$ cat config.mk
export PLATFORM = sky130hd
export DESIGN_NAME = irnr_ctrl
export DESIGN_NICKNAME = d
export VERILOG_FILES = /design/src/rtl/irnr_pkg.sv /design/src/rtl/irnr_ctrl.sv
export SDC_FILE = /design/constraint.sdc
export NUM_CORES = 1
export LEC_CHECK = 0
export BUFFER_PORTS_ARGS = -buffer_cell sky130_fd_sc_hd__buf_2
export CAP_MARGIN = 20
export CORE_AREA = 2 2 39 41
export CTS_CLUSTER_DIAMETER = 100
export DETAILED_ROUTE_END_ITERATION = 6
export DIE_AREA = 0 0 41 43
export PLACE_DENSITY = 0.73
export SYNTH_ARGS = -nofsm -noshare
export SYNTH_HDL_FRONTEND = slang
export SYNTH_SLANG_ARGS = --single-unit
$ cat constraint.sdc
create_clock -name clk -period 2 [get_ports clk]
set_input_delay 0.1 -clock clk [delete_from_list [all_inputs] [get_ports clk]]
set_output_delay 0.1 -clock clk [all_outputs]
set_load 0.03 [all_outputs]
$ cat src/rtl/irnr_pkg.sv
package irnr_pkg;

  // Frame store geometry
  localparam int MAX_SRC_WIDTH  = 640;
  localparam int MAX_SRC_HEIGHT = 480;
  localparam int MAX_DST_DIM    = 1024;
  localparam int STORE_DEPTH    = MAX_SRC_WIDTH * MAX_SRC_HEIGHT * 3 / 2;
  localparam int ADDR_W         = 19;

  // Field widths
  localparam int SW_W  = 10;
  localparam int SH_W  = 9;
  localparam int DIM_W = 11;
  localparam int CNT_W = 10;
  localparam int CFG_IDX_W  = 3;
  localparam int CFG_DATA_W = 11;

  // Coordinate divider: 20 dividend bits, one bit per cycle
  localparam int DIV_BITS = 20;
  localparam int DIV_CNT_W = 5;

  // Register indexes
  localparam logic [CFG_IDX_W-1:0] REG_SRC_WIDTH  = 3'd0;
  localparam logic [CFG_IDX_W-1:0] REG_SRC_HEIGHT = 3'd1;
  localparam logic [CFG_IDX_W-1:0] REG_DST_WIDTH  = 3'd2;
  localparam logic [CFG_IDX_W-1:0] REG_DST_HEIGHT = 3'd3;

  // Store read select
  localparam logic [1:0] RD_Y  = 2'd0;
  localparam logic [1:0] RD_CB = 2'd1;
  localparam logic [1:0] RD_CR = 2'd2;

  // Q16 BT.601 coefficients
  localparam logic signed [17:0] K_R_CR = 18'sd91881;
  localparam logic signed [17:0] K_G_CB = 18'sd22553;
  localparam logic signed [17:0] K_G_CR = 18'sd46802;
  localparam logic signed [17:0] K_B_CB = 18'sd116130;

  // Controller to datapath commands
  typedef struct packed {
    logic       mem_wr;
    logic       mul_en;
    logic       div_init;
    logic       div_step;
    logic       adr_en;
    logic [1:0] rd_sel;
    logic       cap_y;
    logic       cap_cb;
    logic       cap_cr;
    logic       prod_en;
    logic       out_load;
  } irnr_cmd_t;

  // Datapath to controller status
  typedef struct packed {
    logic out_busy;
  } irnr_sts_t;

  // Q16 sum to byte: truncate toward zero, clamp to 0..255
  function automatic logic [7:0] to_byte(input logic signed [27:0] s);
    logic [7:0] v;
    if (s[27]) begin
      v = 8'd0;
    end else if (|s[26:24]) begin
      v = 8'd255;
    end else begin
      v = s[23:16];
    end
    return v;
  endfunction

endpackage

$ cat src/rtl/irnr_ctrl.sv
module irnr_ctrl (
  input  logic                 clk,
  input  logic                 rst_n,
  input  logic                 in_valid,
  input  logic                 in_req_type,
  output logic                 in_ready,
  input  irnr_pkg::irnr_sts_t  sts,
  output irnr_pkg::irnr_cmd_t  cmd
);

  localparam logic [3:0] S_IDLE = 4'd0;
  localparam logic [3:0] S_MUL  = 4'd1;
  localparam logic [3:0] S_DIVI = 4'd2;
  localparam logic [3:0] S_DIV  = 4'd3;
  localparam logic [3:0] S_ADR  = 4'd4;
  localparam logic [3:0] S_RDY  = 4'd5;
  localparam logic [3:0] S_RDB  = 4'd6;
  localparam logic [3:0] S_RDR  = 4'd7;
  localparam logic [3:0] S_CAPR = 4'd8;
  localparam logic [3:0] S_PROD = 4'd9;
  localparam logic [3:0] S_FIN  = 4'd10;

  logic [3:0] state_r, state_nxt;
  logic [irnr_pkg::DIV_CNT_W-1:0] cnt_r, cnt_nxt;

  assign in_ready = (state_r == S_IDLE);

  // Sequencer
  always_comb begin
    state_nxt = state_r;
    cnt_nxt   = cnt_r;
    cmd       = '0;
    cmd.rd_sel = irnr_pkg::RD_Y;
    case (state_r)
      S_IDLE: begin
        if (in_valid) begin
          if (in_req_type) state_nxt = S_MUL;
          else cmd.mem_wr = 1'b1;
        end
      end
      S_MUL: begin
        cmd.mul_en = 1'b1;
        state_nxt = S_DIVI;
      end
      S_DIVI: begin
        cmd.div_init = 1'b1;
        cnt_nxt = '0;
        state_nxt = S_DIV;
      end
      S_DIV: begin
        cmd.div_step = 1'b1;
        cnt_nxt = cnt_r + 1'b1;
        if (cnt_r == irnr_pkg::DIV_CNT_W'(irnr_pkg::DIV_BITS - 1)) state_nxt = S_ADR;
      end
      S_ADR: begin
        cmd.adr_en = 1'b1;
        state_nxt = S_RDY;
      end
      S_RDY: begin
        cmd.rd_sel = irnr_pkg::RD_Y;
        state_nxt = S_RDB;
      end
      S_RDB: begin
        cmd.rd_sel = irnr_pkg::RD_CB;
        cmd.cap_y = 1'b1;
        state_nxt = S_RDR;
      end
      S_RDR: begin
        cmd.rd_sel = irnr_pkg::RD_CR;
        cmd.cap_cb = 1'b1;
        state_nxt = S_CAPR;
      end
      S_CAPR: begin
        cmd.cap_cr = 1'b1;
        state_nxt = S_PROD;
      end
      S_PROD: begin
        cmd.prod_en = 1'b1;
        state_nxt = S_FIN;
      end
      S_FIN: begin
        // wait for a free output register
        if (!sts.out_busy) begin
          cmd.out_load = 1'b1;
          state_nxt = S_IDLE;
        end
      end
      default: state_nxt = S_IDLE;
    endcase
  end

  always_ff @(posedge clk) begin
    if (!rst_n) begin
      state_r <= S_IDLE;
      cnt_r   <= '0;
    end else begin
      state_r <= state_nxt;
      cnt_r   <= cnt_nxt;
    end
  end

endmodule

==> results.sh, run 1 <==
export IMPL_rsz0062_at_grt="no"
export IMPL_reg2reg_from="state_r[2]$_SDFFE_PN0P_"
export IMPL_diodes=0
export IMPL_cts_made_buffers=3
export IMPL_ys_seq_area_frac=0.299
export IMPL_worst_path_buf_inv=1
export IMPL_initial_core_util=0.436
export IMPL_dp_hpwl_um=915
export IMPL_cp_end_kind="output pin"
export IMPL_die_area_mm2=0.00176
export IMPL_hold_path_class="in2reg"
export IMPL_synth_xor_area_frac=0.0145
export IMPL_drv_cap=0
export IMPL_drt_iter0_drc=18
export IMPL_slew_viol_final=0
export IMPL_first_pass_iters=4
export IMPL_fin_crit_sh=0.928
export IMPL_design_area_um2=747
export IMPL_r2r_slack_ns=0.33
export IMPL_postCtsSetupRepairBufs=0
export IMPL_die_w_um=41
export IMPL_async_flop_share=0
export IMPL_synthFlopType="dfxtp_1"
export IMPL_critPathLaunch="state_r[2]$_SDFFE_PN0P_"
export IMPL_antenna_found_initial=0
export IMPL_place_congestion=0.715
export IMPL_cts_resized=0
export IMPL_critPathArrivalTime_ns=1.76
export IMPL_final_cell_mix="17 x buf_2, 9 x dfxtp_1, 7 x nand2_1"
export IMPL_drc=0
export IMPL_grt_use_total=0.187
export IMPL_n_fill_cell=135
export IMPL_insertion_delay_ns=0.27
export IMPL_drtAntennaViolNets=0
export IMPL_setup_slack_ns=0.144
export IMPL_synth_top_family_by_area="simple AND/OR/NAND/NOR gates"
export IMPL_clockRootBuffer="clkbuf_4"
export IMPL_synthMuxAreaShare=0
export IMPL_syn_to_final_growth_pct=23.9
export IMPL_fin_skew_ns=0.00214
export IMPL_worstSetupEndpoint="cmd[11]"
export IMPL_start_kind="register"
export IMPL_num_rows=14
export IMPL_critPathTopFamily="simple AND/OR/NAND/NOR gates"
export IMPL_max_stage_delay_ns=0.61
export IMPL_crit_type="reg2out"
export IMPL_placed_cell_area_um2=721
export IMPL_p_per_area_mw_per_mm2=546
export IMPL_netlist_instances=74
export IMPL_overflow=0
export IMPL_cellLeakagePower_nw=0.316
export IMPL_tightest_slew_ns=0.494
export IMPL_vias_per_cell=5.51
export IMPL_cts_hold_buffers=0
export IMPL_r2r_cells=3
export IMPL_finalNetCount=99
export IMPL_ys_ff_latch=9
export IMPL_cts_sink_count=9
export IMPL_h_tree_depth=1
export IMPL_peakVddDrop_mv=0.490
export IMPL_hold_viol=0
export IMPL_synth_distinct_cells=31
export IMPL_wl_per_cell_um=11.6
export IMPL_die_h_um=43
export IMPL_synthSimpleGateAreaFrac=0.415
export IMPL_via_count=595
export IMPL_pre_cts_slack_ns=0.345
export IMPL_layout_commonest_cell="buf_2"
export IMPL_grt_start_max_net_pins=18
export IMPL_multi_input_area_um2=398
export IMPL_regArea_um2=180
export IMPL_fin_tns_setup_ns=0
export IMPL_crit_required_ns=1.90
export IMPL_synth_compound_area_frac=0.189
export IMPL_num_io_pins=18
export IMPL_syn_avg_cell_area_um2=8.15
export IMPL_clk_pin_slew_ns=0.06
export IMPL_synth_edf_count=0
export IMPL_drive_gt1_frac=0.293
export IMPL_grt_pass1_wl_um=2220
export IMPL_clock_path_buffers=2
export IMPL_cp_depth=3
export IMPL_cts_tree="built"
export IMPL_cp_max_fo=17
export IMPL_syn_num_nets=80
export IMPL_finalWirelength_um=1260
export IMPL_setup_viol=0
export IMPL_outcome="finished clean"
export IMPL_grt_pass1_vias=504
export IMPL_coreArea_mm2=0.00138
export IMPL_synth_fa_ha_area_frac=0.0207
export IMPL_syn_area_um2=603
export IMPL_clock_fmax_mhz=539
export IMPL_slowest_stage="or4_1"
export IMPL_layout_min_cycle_time_ns=1.86
export IMPL_yosys_warnings=0
export IMPL_relSlewSlack=0.670
export IMPL_timing_rr_end="cnt_r[4]$_SDFFE_PN0P_"
export IMPL_port_buffers=17
export IMPL_crit_chain="or4_1 > nor3b_1 > buf_2"
worst reg2reg max path: cells and delay by family, from the launching register on:
kind	cells	cell delay, ns
AOI/OAI and AO/OA	1	0.16
DFF	1	0.46
and+or+nand+nor	2	0.98
stage by stage:
stage | utilization | cells | hold slack (ns) | power (W)
after floorplan | - | 74 | 0.314 | 0.000246
after global placement | 0.521 | 104 | 0.391 | 0.000266
after detailed placement | 0.521 | 104 | 0.401 | 0.000267
after CTS | 0.540 | 108 | 0.115 | 0.000413
after global routing | 0.540 | 108 | 0.131 | 0.000429
final | 0.540 | 108 | 0.119 | 0.000408
routing by layer:
metal	routed length, µm	GRT usage	up-vias
li1	-	-	309
met4	12	0.0800	0
met1	533	0.250	269
met3	65	0.0838	2
met5	0	0	-
met2	644	0.253	15
worst min path at each step:
stage | from | end | depth (start not counted)
CTS | rst_n | cnt_r[4]$_SDFFE_PN0P_ | 3
detailed placement | rst_n | cnt_r[4]$_SDFFE_PN0P_ | 3
floorplan | in_req_type | cmd[11] | 1
finish | rst_n | cnt_r[4]$_SDFFE_PN0P_ | 3
global placement | rst_n | cnt_r[4]$_SDFFE_PN0P_ | 3
global route | rst_n | state_r[3]$_SDFFE_PN0P_ | 2
registers in the layout, indices dropped and copies added (netlist names):
| name | flops |
|---|---|
| cnt_r | 5 |
| state_r | 4 |
cells in the mapped netlist, drive strengths merged, types with 2 or more instances:
| master | number | area share |
|---|---|---|
| a21boi | 3 | 0.037 |
| a21oi | 3 | 0.025 |
| and4b | 2 | 0.033 |
| buf | 2 | 0.019 |
| clkbuf | 5 | 0.031 |
| dfxtp | 9 | 0.30 |
| inv | 2 | 0.012 |
| nand2 | 7 | 0.044 |
| nand2b | 4 | 0.041 |
| nand3 | 4 | 0.033 |
| nor3 | 4 | 0.033 |
| nor3b | 3 | 0.037 |
| nor4b | 3 | 0.044 |
| nor4bb | 3 | 0.050 |
| o21a | 2 | 0.025 |
| o21ai | 4 | 0.033 |
cells by family (layout without fill, tap and decap cells):
logic type,Yosys count,count (layout)
simple gates,37,37
fa+ha+maj,1,1
flops,9,9
buf+inv,9,27
xor+xnor,1,1
compound gates,17,17
cell type report:
type                       instances  area share
multi-input combinational         56       0.533
inverter                           2      0.0101
sequential                         9       0.241
tap                               16      0.0268
clock buffer                       4      0.0352
timing repair buffer              21       0.154
power breakdown:
part | switching (W) | total (W) | internal [W]
combinational | 0.0000413 | 0.0000713 | 0.0000300
clock | 0.0000677 | 0.000145 | 0.0000772
sequential | 0.00000886 | 0.000192 | 0.000183
No activity file was read; power rests on OpenSTA's default activity.
==> run 2, diff against run 1 <==
--- a/config.mk
+++ b/config.mk
@@ -5,13 +5,13 @@
 export SDC_FILE = /design/constraint.sdc
 export NUM_CORES = 1
 export LEC_CHECK = 0
-export BUFFER_PORTS_ARGS = -buffer_cell sky130_fd_sc_hd__buf_2
 export CAP_MARGIN = 20
 export CORE_AREA = 2 2 39 41
 export CTS_CLUSTER_DIAMETER = 100
 export DETAILED_ROUTE_END_ITERATION = 6
 export DIE_AREA = 0 0 41 43
-export PLACE_DENSITY = 0.73
+export DONT_BUFFER_PORTS = 1
+export PLACE_DENSITY = 0.61
 export SYNTH_ARGS = -nofsm -noshare
 export SYNTH_HDL_FRONTEND = slang
 export SYNTH_SLANG_ARGS = --single-unit
==> run 2 against run 1 <==
Effect of this change:
- utilization is 0.45 points higher
- critical path depth stayed put
- routed wire length is 13% higher
- clock-buffer cell count stayed put
- critical path type unchanged
- maximum frequency is 5.0% higher
- global-route usage is 2.4 points higher
- critical endpoint unchanged
- non-clock buffer count is 6 lower
- hold slack worse by 0.033 ns
==> results.sh, run 2 (synthesis gave the netlist of run 1 again) <==
export IMPL_outcome="finished clean"
export IMPL_fin_skew_ns=0.00389
export IMPL_die_w_um=41
export IMPL_place_inst=97
export IMPL_regMostFlops="cnt_r"
export IMPL_multi_input_area_um2=398
export IMPL_cp_max_fo=11
export IMPL_drive_gt1_frac=0.233
export IMPL_h_tree_depth=1
export IMPL_largest_reg_flops=5
export IMPL_first_pass_iters=4
export IMPL_clock_fmax_mhz=565
export IMPL_insertion_delay_ns=0.27
export IMPL_num_rows=14
export IMPL_top_regs="cnt_r (5), state_r (4)"
export IMPL_crit_chain="or4_1 > nor3b_1 > buf_4"
export IMPL_stdcell_count=102
export IMPL_p_per_area_mw_per_mm2=542
export IMPL_finalWirelength_um=1410
export IMPL_worst_path_buf_inv=1
export IMPL_clock_path_buffers=2
export IMPL_design_area_um2=753
export IMPL_antenna_found_initial=0
export IMPL_critPathLaunch="state_r[1]$_SDFFE_PN0P_"
export IMPL_crit_required_ns=1.90
export IMPL_peakVddDrop_mv=0.382
export IMPL_overflow=0
export IMPL_wl_per_cell_um=13.9
export IMPL_reg2reg_from="state_r[1]$_SDFFE_PN0P_"
export IMPL_hold_path_class="in2reg"
export IMPL_place_congestion=0.719
export IMPL_drtAntennaViolNets=0
export IMPL_finalNetCount=93
export IMPL_critPathArrivalTime_ns=1.67
export IMPL_slowest_stage="or4_1"
export IMPL_num_io_pins=18
export IMPL_layout_commonest_cell="buf_4"
export IMPL_drv_cap=0
export IMPL_coreArea_mm2=0.00138
export IMPL_hold_path_startpoint="rst_n"
export IMPL_cts_tree="built"
export IMPL_grt_start_max_net_pins=19
export IMPL_start_kind="register"
export IMPL_port_buffers=0
export IMPL_regArea_um2=180
export IMPL_fin_hold_ws_ns=0.0862
export IMPL_die_area_mm2=0.00176
export IMPL_crit_type="reg2out"
export IMPL_setup_viol=0
export IMPL_tightest_slew_ns=0.360
export IMPL_relSlewSlack=0.758
export IMPL_clockRootBuffer="clkbuf_4"
export IMPL_diodes=0
export IMPL_cellLeakagePower_nw=0.291
export IMPL_max_stage_delay_ns=0.61
export IMPL_dp_hpwl_um=984
export IMPL_clk_pin_slew_ns=0.06
export IMPL_grt_use_total=0.211
export IMPL_critPathTopFamily="simple AND/OR/NAND/NOR gates"
export IMPL_initial_core_util=0.436
export IMPL_drc=0
export IMPL_cts_made_buffers=3
export IMPL_hold_viol=0
export IMPL_cp_end_kind="output pin"
export IMPL_layout_min_cycle_time_ns=1.77
export IMPL_grt_pass1_wl_um=2510
export IMPL_syn_to_final_growth_pct=24.9
export IMPL_vias_per_cell=5.88
export IMPL_final_cell_mix="13 x buf_4, 9 x dfxtp_1, 7 x nand2_1"
export IMPL_via_count=600
export IMPL_drt_iter0_drc=21
export IMPL_fin_tns_setup_ns=0
export IMPL_fin_crit_sh=0.884
export IMPL_cts_sink_count=9
export IMPL_grt_pass1_vias=543
export IMPL_rsz0062_at_grt="no"
export IMPL_n_fill_cell=139
export IMPL_slew_viol_final=0
export IMPL_die_h_um=43
export IMPL_placed_cell_area_um2=717
[run 2: cell count changes in the layout (fill, tap and decap cells not counted), sizes merged]
cell,delta
buf,-8
clkbuf,+1
dlygate4sd3,+1
[run 2: final cells by class]
type / count / share of cell area
clock buffer: 4 / 0.0349
inverter: 2 / 0.00997
multi-input combinational: 56 / 0.528
sequential: 9 / 0.239
tap: 16 / 0.0266
timing repair buffer: 15 / 0.161
[run 2: timing repair]
action                                  in CTS  in global routing
gates resized for setup                      0                  0
setup buffers                                0                  0
endpoints found under the setup margin       0                  0
hold buffers                                 1                  0
hold endpoints to repair                     7                  0
[run 2: final timing paths]
kind	endpoint	slack, ns	cells past startpoint
max reg2reg	cnt_r[4]$_SDFFE_PN0P_	0.32	3
min	state_r[2]$_SDFFE_PN0P_	0.09	2
min reg2reg	cnt_r[3]$_SDFFE_PN0P_	0.50	2
max	cmd[11]	0.23	3
[run 2: metrics by stage]
stage	worst slack [ns]	util	power (W)
after floorplan	0.00150	-	0.000246
after global placement	0.383	0.518	0.000261
after detailed placement	0.347	0.518	0.000263
after CTS	0.231	0.544	0.000412
after global routing	0.126	0.544	0.000432
final	0.232	0.544	0.000408
[run 2: power breakdown]
| part | internal (W) | switching [W] | leakage (nW) | total (W) |
|---|---|---|---|---|
| registers | 0.000183 | 0.00000497 | 0.0727 | 0.000188 |
| logic | 0.0000295 | 0.0000452 | 0.203 | 0.0000746 |
| clock network | 0.0000772 | 0.0000689 | 0.0150 | 0.000146 |
| total | 0.000289 | 0.000119 | 0.291 | 0.000408 |
[run 2: worst register-to-register path: cells and delay by family (launching register included)]
| family | cells | cell delay (ns) |
|---|---|---|
| AO/OA/AOI/OAI | 1 | 0.18 |
| AND/OR/NAND/NOR | 2 | 0.95 |
| flip-flops | 1 | 0.49 |
[run 2: layer usage]
layer | global-route usage | routed length [µm] | up-vias | part of all wire
met5 | 0 | 0 | - | 0
met4 | 0.0600 | 0 | 0 | 0
met3 | 0.0942 | 63 | 0 | 0.045
met2 | 0.269 | 678 | 17 | 0.48
met1 | 0.313 | 671 | 285 | 0.47
li1 | - | - | 298 | -
==> run 3, diff against run 2 <==
--- a/config.mk
+++ b/config.mk
@@ -11,7 +11,6 @@
 export DETAILED_ROUTE_END_ITERATION = 6
 export DIE_AREA = 0 0 41 43
 export DONT_BUFFER_PORTS = 1
-export PLACE_DENSITY = 0.61
 export SYNTH_ARGS = -nofsm -noshare
 export SYNTH_HDL_FRONTEND = slang
 export SYNTH_SLANG_ARGS = --single-unit
==> run 3 against run 2 <==
Effect of this change:
- critical path type unchanged
- clock-buffer cell count decreased by 1
- sequential power about the same
- maximum frequency increased by 2.4%
- cell count decreased by 0.98%
- first-iteration DRC count decreased by 52%
- sequential share of layout area increased by 0.12 points
- critical path depth unchanged
- die area unchanged
- hold slack got worse by 0.0011 ns
- register-to-register slack improved by 0.09 ns
- cell area decreased by 0.50%
==> results.sh, run 3 (synthesis gave the netlist of run 1 again) <==
export IMPL_outcome="finished clean"
export IMPL_top_regs="cnt_r (5), state_r (4)"
export IMPL_clock_path_buffers=2
export IMPL_die_area_mm2=0.00176
export IMPL_placed_cell_area_um2=712
export IMPL_drv_cap=0
export IMPL_cp_end_kind="output pin"
export IMPL_seq_power_share=0.464
export IMPL_vias_per_cell=5.83
export IMPL_crit_chain="or4_1 > nor3b_1 > buf_4"
export IMPL_port_buffers=0
export IMPL_grt_pass1_vias=496
export IMPL_rsz0062_at_grt="no"
export IMPL_antenna_found_initial=0
export IMPL_peakVddDrop_mv=0.274
export IMPL_fin_skew_ns=0.00324
export IMPL_crit_type="reg2out"
export IMPL_h_tree_depth=1
export IMPL_critPathArrivalTime_ns=1.63
export IMPL_drc=0
export IMPL_hold_path_class="in2reg"
export IMPL_timing_rr_end="cnt_r[4]$_SDFFE_PN0P_"
export IMPL_cts_tree="built"
export IMPL_grt_start_max_net_pins=16
export IMPL_postCtsSetupRepairBufs=0
export IMPL_setup_viol=0
export IMPL_finalWirelength_um=1410
export IMPL_wl_per_cell_um=14.0
export IMPL_switching_share=0.295
export IMPL_slew_viol_final=0
export IMPL_whs_path_depth=2
export IMPL_place_inst=96
export IMPL_power_internal_w=0.000287
export IMPL_p_sw_w=0.000120
export IMPL_regMostFlops="cnt_r"
export IMPL_start_kind="register"
export IMPL_diodes=0
export IMPL_insertion_delay_ns=0.26
export IMPL_drtAntennaViolNets=0
export IMPL_pwr_share_comb=0.185
export IMPL_grt_use_total=0.185
export IMPL_hold_path_startpoint="rst_n"
export IMPL_layout_commonest_cell="buf_4"
export IMPL_clockRootBuffer="clkbuf_4"
export IMPL_tightest_slew_ns=0.383
export IMPL_via_count=589
export IMPL_largest_reg_flops=5
export IMPL_drive_gt1_frac=0.235
export IMPL_final_cell_mix="13 x buf_4, 9 x dfxtp_1, 7 x nand2_1"
export IMPL_place_congestion=0.768
export IMPL_final_util=0.542
export IMPL_reg2reg_from="state_r[1]$_SDFFE_PN0P_"
export IMPL_slowest_stage="or4_1"
export IMPL_clock_fmax_mhz=579
export IMPL_r2r_cells=3
export IMPL_drt_iter0_drc=10
export IMPL_fin_crit_sh=0.864
export IMPL_num_rows=14
export IMPL_syn_to_final_growth_pct=24.3
export IMPL_layout_min_cycle_time_ns=1.73
export IMPL_stdcell_count=101
export IMPL_critPathLaunch="state_r[1]$_SDFFE_PN0P_"
export IMPL_clk_pin_slew_ns=0.07
export IMPL_cts_sink_count=9
export IMPL_cp_max_fo=9
export IMPL_die_h_um=43
export IMPL_initial_core_util=0.436
export IMPL_die_w_um=41
export IMPL_p_per_area_mw_per_mm2=542
export IMPL_finalNetCount=92
export IMPL_coreArea_mm2=0.00138
export IMPL_overflow=0
export IMPL_fin_tns_setup_ns=0
export IMPL_first_pass_iters=4
export IMPL_power_share_clock=0.352
export IMPL_dp_hpwl_um=997
export IMPL_cts_made_buffers=3
export IMPL_num_io_pins=18
export IMPL_design_area_um2=749
export IMPL_hold_path_end="state_r[1]$_SDFFE_PN0P_"
export IMPL_crit_required_ns=1.90
export IMPL_cellLeakagePower_nw=0.287
export IMPL_r2r_slack_ns=0.41
export IMPL_hold_viol=0
export IMPL_relSlewSlack=0.742
export IMPL_grt_pass1_wl_um=2210
export IMPL_max_stage_delay_ns=0.59
run 3: repair_timing:
| item | CTS | global route |
|---|---|---|
| gates resized for setup | 0 | 0 |
| hold buffers | 1 | 0 |
| hold endpoints to repair | 7 | 0 |
run 3: critical path, delay by kind of cell, from the launching register on:
kind	cells	cell delay, ns
AND/OR/NAND/NOR	2	0.81
buffers and inverters	1	0.19
flip-flops	1	0.36
run 3: metrics by stage:
stage          hold WS, ns  power (W)  worst slack [ns]
2_1_floorplan        0.314   0.000246           0.00150
3_3_place_gp         0.213   0.000262             0.451
3_5_place_dp         0.223   0.000264             0.394
4_1_cts             0.0852   0.000410             0.266
5_1_grt             0.0895   0.000426             0.199
6_report            0.0851   0.000406             0.273
run 3: final cells by class:
cell class	count	area (µm²)
Fill cell	133	634
Multi-Input combinational cell	56	407
Sequential cell	9	180
Timing Repair Buffer	14	108
Clock buffer	3	22.5
Tap cell	16	20.0
Inverter	2	7.51
Clock inverter	1	5.00
run 3: worst max path at each step:
stage	endpoint	cells past startpoint
3_3_place_gp	cnt_r[4]$_SDFFE_PN0P_	3
2_1_floorplan	cmd[10]	3
5_1_grt	cmd[11]	3
6_report	cmd[11]	3
3_5_place_dp	state_r[0]$_SDFFE_PN0P_	3
4_1_cts	cmd[11]	3
run 3: routing by layer:
metal / part of all wire / GRT usage / wire length, µm
met1: 0.44 / 0.258 / 622
met4: 0.0071 / 0.0600 / 10
met3: 0.069 / 0.0838 / 97
met2: 0.48 / 0.247 / 681
met5: 0 / 0 / 0
run 3: power groups by stage:
stage,logic [W],registers (W),clock network [W]
CTS,0.0000751,0.000188,0.000147
detailed placement,0.0000711,0.000193,0
finish,0.0000751,0.000188,0.000143
global placement,0.0000701,0.000192,0
global route,0.0000801,0.000190,0.000156
floorplan,0.0000565,0.000190,0
